File: src/rtl/core/assert_macros.svh
// Assertion macros used by the core controller.
// Defines clocked assertion helpers; define ASSERT_OFF to compile them out.
`ifndef ASSERT_MACROS_SVH
`define ASSERT_MACROS_SVH
`ifndef ASSERT_OFF
// Check a property at every rising edge while out of reset.
`define ASSERT_CLK(lbl, clk, rstn, prop, msg) \
	lbl: assert property (@(posedge clk) disable iff (!rstn) (prop)) else $error(msg);
// Check a property at every rising edge, reset included.
`define ASSERT_ALWAYS(lbl, clk, prop, msg) \
	lbl: assert property (@(posedge clk) (prop)) else $error(msg);
`else
`define ASSERT_CLK(lbl, clk, rstn, prop, msg)
`define ASSERT_ALWAYS(lbl, clk, prop, msg)
`endif
`endif

File: src/rtl/core/cmpc_pkg.sv
// Shared types and constants for the convex mesh point containment core.
// No dependencies; used by the controller, the datapath and the top level.
package cmpc_pkg;

	// Coordinate and arithmetic widths
	localparam int COORD_WIDTH = 20;
	localparam int DIFF_WIDTH  = COORD_WIDTH + 1;
	localparam int PROD_WIDTH  = 2 * DIFF_WIDTH;
	localparam int NORM_WIDTH  = PROD_WIDTH + 1;
	localparam int DOT_WIDTH   = NORM_WIDTH + DIFF_WIDTH;
	localparam int SUM_WIDTH   = DOT_WIDTH + 2;

	// Configuration register indexes
	localparam int CFG_IDX_WIDTH = 2;
	localparam logic [CFG_IDX_WIDTH-1:0] REG_POINT_X = 2'd0;
	localparam logic [CFG_IDX_WIDTH-1:0] REG_POINT_Y = 2'd1;
	localparam logic [CFG_IDX_WIDTH-1:0] REG_POINT_Z = 2'd2;

	// Controller to datapath commands
	typedef struct packed {
		logic load;
		logic xprod;
		logic norm;
		logic dot;
		logic fin;
	} dp_cmd_t;

	// Datapath to controller status
	typedef struct packed {
		logic last_face;
	} dp_sts_t;

endpackage

File: src/rtl/core/cmpc_ctrl.sv
// Sequencing controller for the containment core.
// Depends on cmpc_pkg and assert_macros.svh; drives datapath commands and handshakes.
`include "assert_macros.svh"
module cmpc_ctrl (
	input  logic              clk,
	input  logic              arst_n,
	input  logic              face_valid,
	output logic              face_stall,
	output logic              res_valid,
	input  logic              res_stall,
	input  cmpc_pkg::dp_sts_t sts,
	output cmpc_pkg::dp_cmd_t cmd
);

	localparam logic [2:0] ST_IDLE  = 3'd0;
	localparam logic [2:0] ST_CROSS = 3'd1;
	localparam logic [2:0] ST_NORM  = 3'd2;
	localparam logic [2:0] ST_DOT   = 3'd3;
	localparam logic [2:0] ST_FIN   = 3'd4;

	logic [2:0] state_q;
	logic [2:0] state_nxt;
	logic       out_valid_q;
	logic       out_free;
	logic       fin_go;
	logic       accept;

	// Finish a face once a result slot is free (only the last face needs one)
	assign out_free   = !out_valid_q || !res_stall;
	assign fin_go     = (state_q == ST_FIN) && (!sts.last_face || out_free);
	assign face_stall = !((state_q == ST_IDLE) || fin_go);
	assign accept     = face_valid && !face_stall;
	assign res_valid  = out_valid_q;

	// Issue datapath commands
	always_comb begin
		cmd.load  = accept;
		cmd.xprod = (state_q == ST_CROSS);
		cmd.norm  = (state_q == ST_NORM);
		cmd.dot   = (state_q == ST_DOT);
		cmd.fin   = fin_go;
	end

	// Next state
	always_comb begin
		state_nxt = state_q;
		unique case (state_q)
			ST_IDLE:  state_nxt = accept ? ST_CROSS : ST_IDLE;
			ST_CROSS: state_nxt = ST_NORM;
			ST_NORM:  state_nxt = ST_DOT;
			ST_DOT:   state_nxt = ST_FIN;
			ST_FIN: begin
				if (fin_go) begin
					state_nxt = accept ? ST_CROSS : ST_IDLE;
				end
			end
			default:  state_nxt = ST_IDLE;
		endcase
	end

	// Advance state and hold the result valid until taken
	always_ff @(posedge clk or negedge arst_n) begin
		if (!arst_n) begin
			state_q     <= ST_IDLE;
			out_valid_q <= 1'b0;
		end else begin
			state_q <= state_nxt;
			if (fin_go && sts.last_face) begin
				out_valid_q <= 1'b1;
			end else if (!res_stall) begin
				out_valid_q <= 1'b0;
			end
		end
	end

	`ASSERT_CLK(a_accept_state, clk, arst_n, accept |-> (state_q == ST_IDLE || state_q == ST_FIN), "face accepted while busy")
	`ASSERT_CLK(a_last_emits, clk, arst_n, (fin_go && sts.last_face) |=> out_valid_q, "last face produced no result")
	`ASSERT_CLK(a_cross_to_norm, clk, arst_n, (state_q == ST_CROSS) |=> (state_q == ST_NORM), "cross step did not advance")
	`ASSERT_ALWAYS(a_cmd_onehot, clk, $onehot0({cmd.xprod, cmd.norm, cmd.dot, cmd.fin}), "overlapping datapath steps")

endmodule

File: config.mk
export PLATFORM = sky130hd
export DESIGN_NAME = cmpc_ctrl
export DESIGN_NICKNAME = d
export VERILOG_FILES = /design/src/rtl/core/cmpc_pkg.sv /design/src/rtl/core/cmpc_ctrl.sv
export VERILOG_INCLUDE_DIRS = /design/src /design/src/rtl/core
export SDC_FILE = /design/constraint.sdc
export NUM_CORES = 1
export LEC_CHECK = 0
export BUFFER_PORTS_ARGS = -buffer_cell sky130_fd_sc_hd__buf_2
export CAP_MARGIN = 20
export CORE_AREA = 2 2 39 41
export DETAILED_ROUTE_END_ITERATION = 12
export DIE_AREA = 0 0 41 43
export PLACE_DENSITY_LB_ADDON = 0.05
export RECOVER_POWER = 50
export SLEW_MARGIN = 10
export SYNTH_ARGS = -nofsm -noshare
export SYNTH_HDL_FRONTEND = slang
export SYNTH_SLANG_ARGS = --single-unit
File: constraint.sdc
create_clock -name clk -period 2.8 [get_ports clk]
set_input_delay 0.14 -clock clk [delete_from_list [all_inputs] [get_ports clk]]
set_output_delay 0.14 -clock clk [all_outputs]
set_load 0.05 [all_outputs]
==> out/metrics.json <==
{
  "outcome": "finished, final reports clean",
  "final_antenna_net_count": 0,
  "crit_required_ns": 2.66,
  "start_kind": "flip-flop",
  "yosysUniqueCellTypes": 14,
  "slowest_stage": "sky130_fd_sc_hd__dfrtp_1",
  "clock.fmax_ghz": 0.6644,
  "antenna_cells_inserted": 0,
  "synth_simple_gate_area_share_pct": 32.00,
  "drt_pre_antenna_iters": 1,
  "critPathMaxFanout": 5,
  "worst-slew-pin-transition_ns": 0.2799,
  "path_class": "reg -> out",
  "wl_per_cell_um": 9.640,
  "cts_buffers": 3,
  "yosysSeqAreaShare_pct": 45.71,
  "place_area_um2": 279.0,
  "finalHoldViolCount": 0,
  "insertion_delay_ns": 0.23,
  "cap_violations": 0,
  "synth.cell_area_um2": 219.0,
  "postCtsSetupRepairBufs": 0,
  "maxSlewHeadroom_pct": 81.27,
  "worstPathBufferInverterCount": 1,
  "most-common-layout-cells": "sky130_fd_sc_hd__buf_2 (10), sky130_fd_sc_hd__dfrtp_1 (4), sky130_fd_sc_hd__clkbuf_4 (3)",
  "tritoncts_clock_tree": "done",
  "endpoint": "cmd[0]",
  "final_nets": 41,
  "finalCriticalPeriod_ns": 1.505,
  "setup.worst_path.end_class": "output port",
  "timing.reg2reg.worst_path_depth": 2,
  "synth_mux_area_share_pct": 0,
  "grt_setup_unrepaired": "no",
  "crit_family": "simple AND/OR/NAND/NOR gates",
  "post_route_cells_drive_above_1_share_pct": 41.18,
  "synth_area_leader_cell": "sky130_fd_sc_hd__dfrtp_1",
  "portBuffers": 11,
  "cts_hold_buffers": 1,
  "synth_top_family_by_area": "simple AND/OR/NAND/NOR gates",
  "regArea_um2": 100.1,
  "core_region_area_um2": 1384,
  "postLayoutCellArea_um2": 310.3,
  "final-setup-viol-count": 0,
  "setup_tns_ns": 0,
  "multi_input_comb_area_um2": 100.1,
  "netlist.area_leader.share_pct": 45.71,
  "dieArea_um2": 1763,
  "global_route.overflow_total": 0,
  "yosys.area_share.adder_pct": 0,
  "min_path_type": "in -> reg",
  "clk_transition_reported_paths_ns": 0.03,
  "grt_usage_pct": 7.150,
  "areaGrowthSynthToFinish_pct": 41.71,
  "postCtsResizedCells": 0,
  "worstSetupStartpoint": "state_q[0]",
  "worstPathArrival_ns": 1.37,
  "worstPathCellList": "nor2_1 -> and3b_2 -> buf_2",
  "globalplace.congestion": 0.5471,
  "synth_warnings": 0,
  "layout_worst_path_cycle_share_pct": 53.75,
  "fin_worst_skew_ns": 0.0003879,
  "yosys_register_bits": 4,
  "grt_pass1_vias": 220,
  "synthTopCellsByArea": "sky130_fd_sc_hd__dfrtp_1 (46%), sky130_fd_sc_hd__buf_4 (6.9%), sky130_fd_sc_hd__nor3b_1 (6.9%), sky130_fd_sc_hd__and3_1 (5.7%), sky130_fd_sc_hd__o2111a_1 (5.1%)",
  "via_count": 200,
  "synthesis.instances": 21,
  "critical_path.reg2reg.startpoint": "state_q[2]",
  "start_util_pct": 15.82,
  "grt_first_pass_wirelength_um": 828,
  "cts_htree_levels": 1,
  "grt_antenna_before_repair": 0,
  "i_o_pins": 12,
  "timing.hold.ws_ns": 0.1680,
  "synth.net_count": 26,
  "drt_iter0_markers": 0,
  "grt_max_degree": 9,
  "drt-vias-per-instance": 4.000,
  "std_cell_rows": 14,
  "crit_path_max_incr_delay_ns": 0.40,
  "rr_endpoint": "state_q[2]",
  "synth_compound_area_share_pct": 13.71,
  "syn_avg_cell_area_um2": 10.43,
  "cts.root.buffer_cell": "sky130_fd_sc_hd__clkbuf_4",
  "ctsLongestPathBuffers": 2,
  "drc_errors": 0,
  "synth-xor-area-share_pct": 0,
  "detail_route.wirelength_um": 482,
  "chipHeight_um": 43,
  "fillerInstances": 170,
  "worst-path-stages": 3,
  "clock_sink_count": 4,
  "reg2reg_setup_slack_ns": 1.82,
  "number_of_pins_exceeding_their_max_slew_limit_in_the_final_report": 0,
  "fp.dieW_um": 41,
  "mostFrequentLayoutCell": "sky130_fd_sc_hd__buf_2"
}
[Yosys cell counts (all sizes together)]
cell type,instances
and3,2
o2111a,1
nand2,2
dfrtp,4
a31o,1
nand4,1
buf,2
nor3b,2
or2,1
a32o,1
and3b,2
inv,1
nor2,1
[stage by stage]
| step | setup WS (ns) | instances | util (%) |
|---|---|---|---|
| after CTS | 1.267 | 50 | 22.51 |
| after detailed placement | 1.528 | 46 | 20.16 |
| after global routing | 1.175 | 50 | 22.42 |
| after floorplan | 0.8816 | 21 | - |
| after global placement | 1.545 | 46 | 20.16 |
| final | 1.295 | 50 | 22.42 |
[cell families after synthesis]
kind of cell / count (synthesis)
compound gates: 3
buf+inv: 3
flops: 4
simple gates: 11
[layer usage]
| layer | wire [µm] | vias up | track usage (%) |
|---|---|---|---|
| li1 | - | 103 | - |
| met4 | 0 | 0 | 6.000 |
| met2 | 227 | 7 | 10.63 |
| met5 | 0 | - | 0 |
| met3 | 39 | 0 | 1.571 |
| met1 | 215 | 90 | 8.117 |
[registers in the layout, indices dropped and copies added, names as in the netlist]
register   cells
res_valid      1
state_q        3
[cell type report]
cell class / count / share of cell area, %
Timing Repair Buffer: 12 / 20.56
Sequential cell: 4 / 32.26
Clock buffer: 3 / 7.258
Inverter: 1 / 1.210
Tap cell: 16 / 6.452
Multi-Input combinational cell: 14 / 32.26
[worst min path at each step]
| stage | from | end | slack, ns | cells past startpoint |
|---|---|---|---|---|
| 2_1_floorplan | arst_n | res_valid | -0.16 | 0 |
| 3_3_place_gp | arst_n | state_q[0] | -0.05 | 1 |
| 3_5_place_dp | arst_n | state_q[0] | -0.05 | 1 |
| 4_1_cts | res_stall | res_valid | 0.17 | 2 |
| 5_1_grt | res_stall | res_valid | 0.18 | 2 |
| 6_report | res_stall | res_valid | 0.17 | 2 |
Power is not shown: default switching activity piles up to over one toggle a cycle in this logic, so the estimate is an artifact.
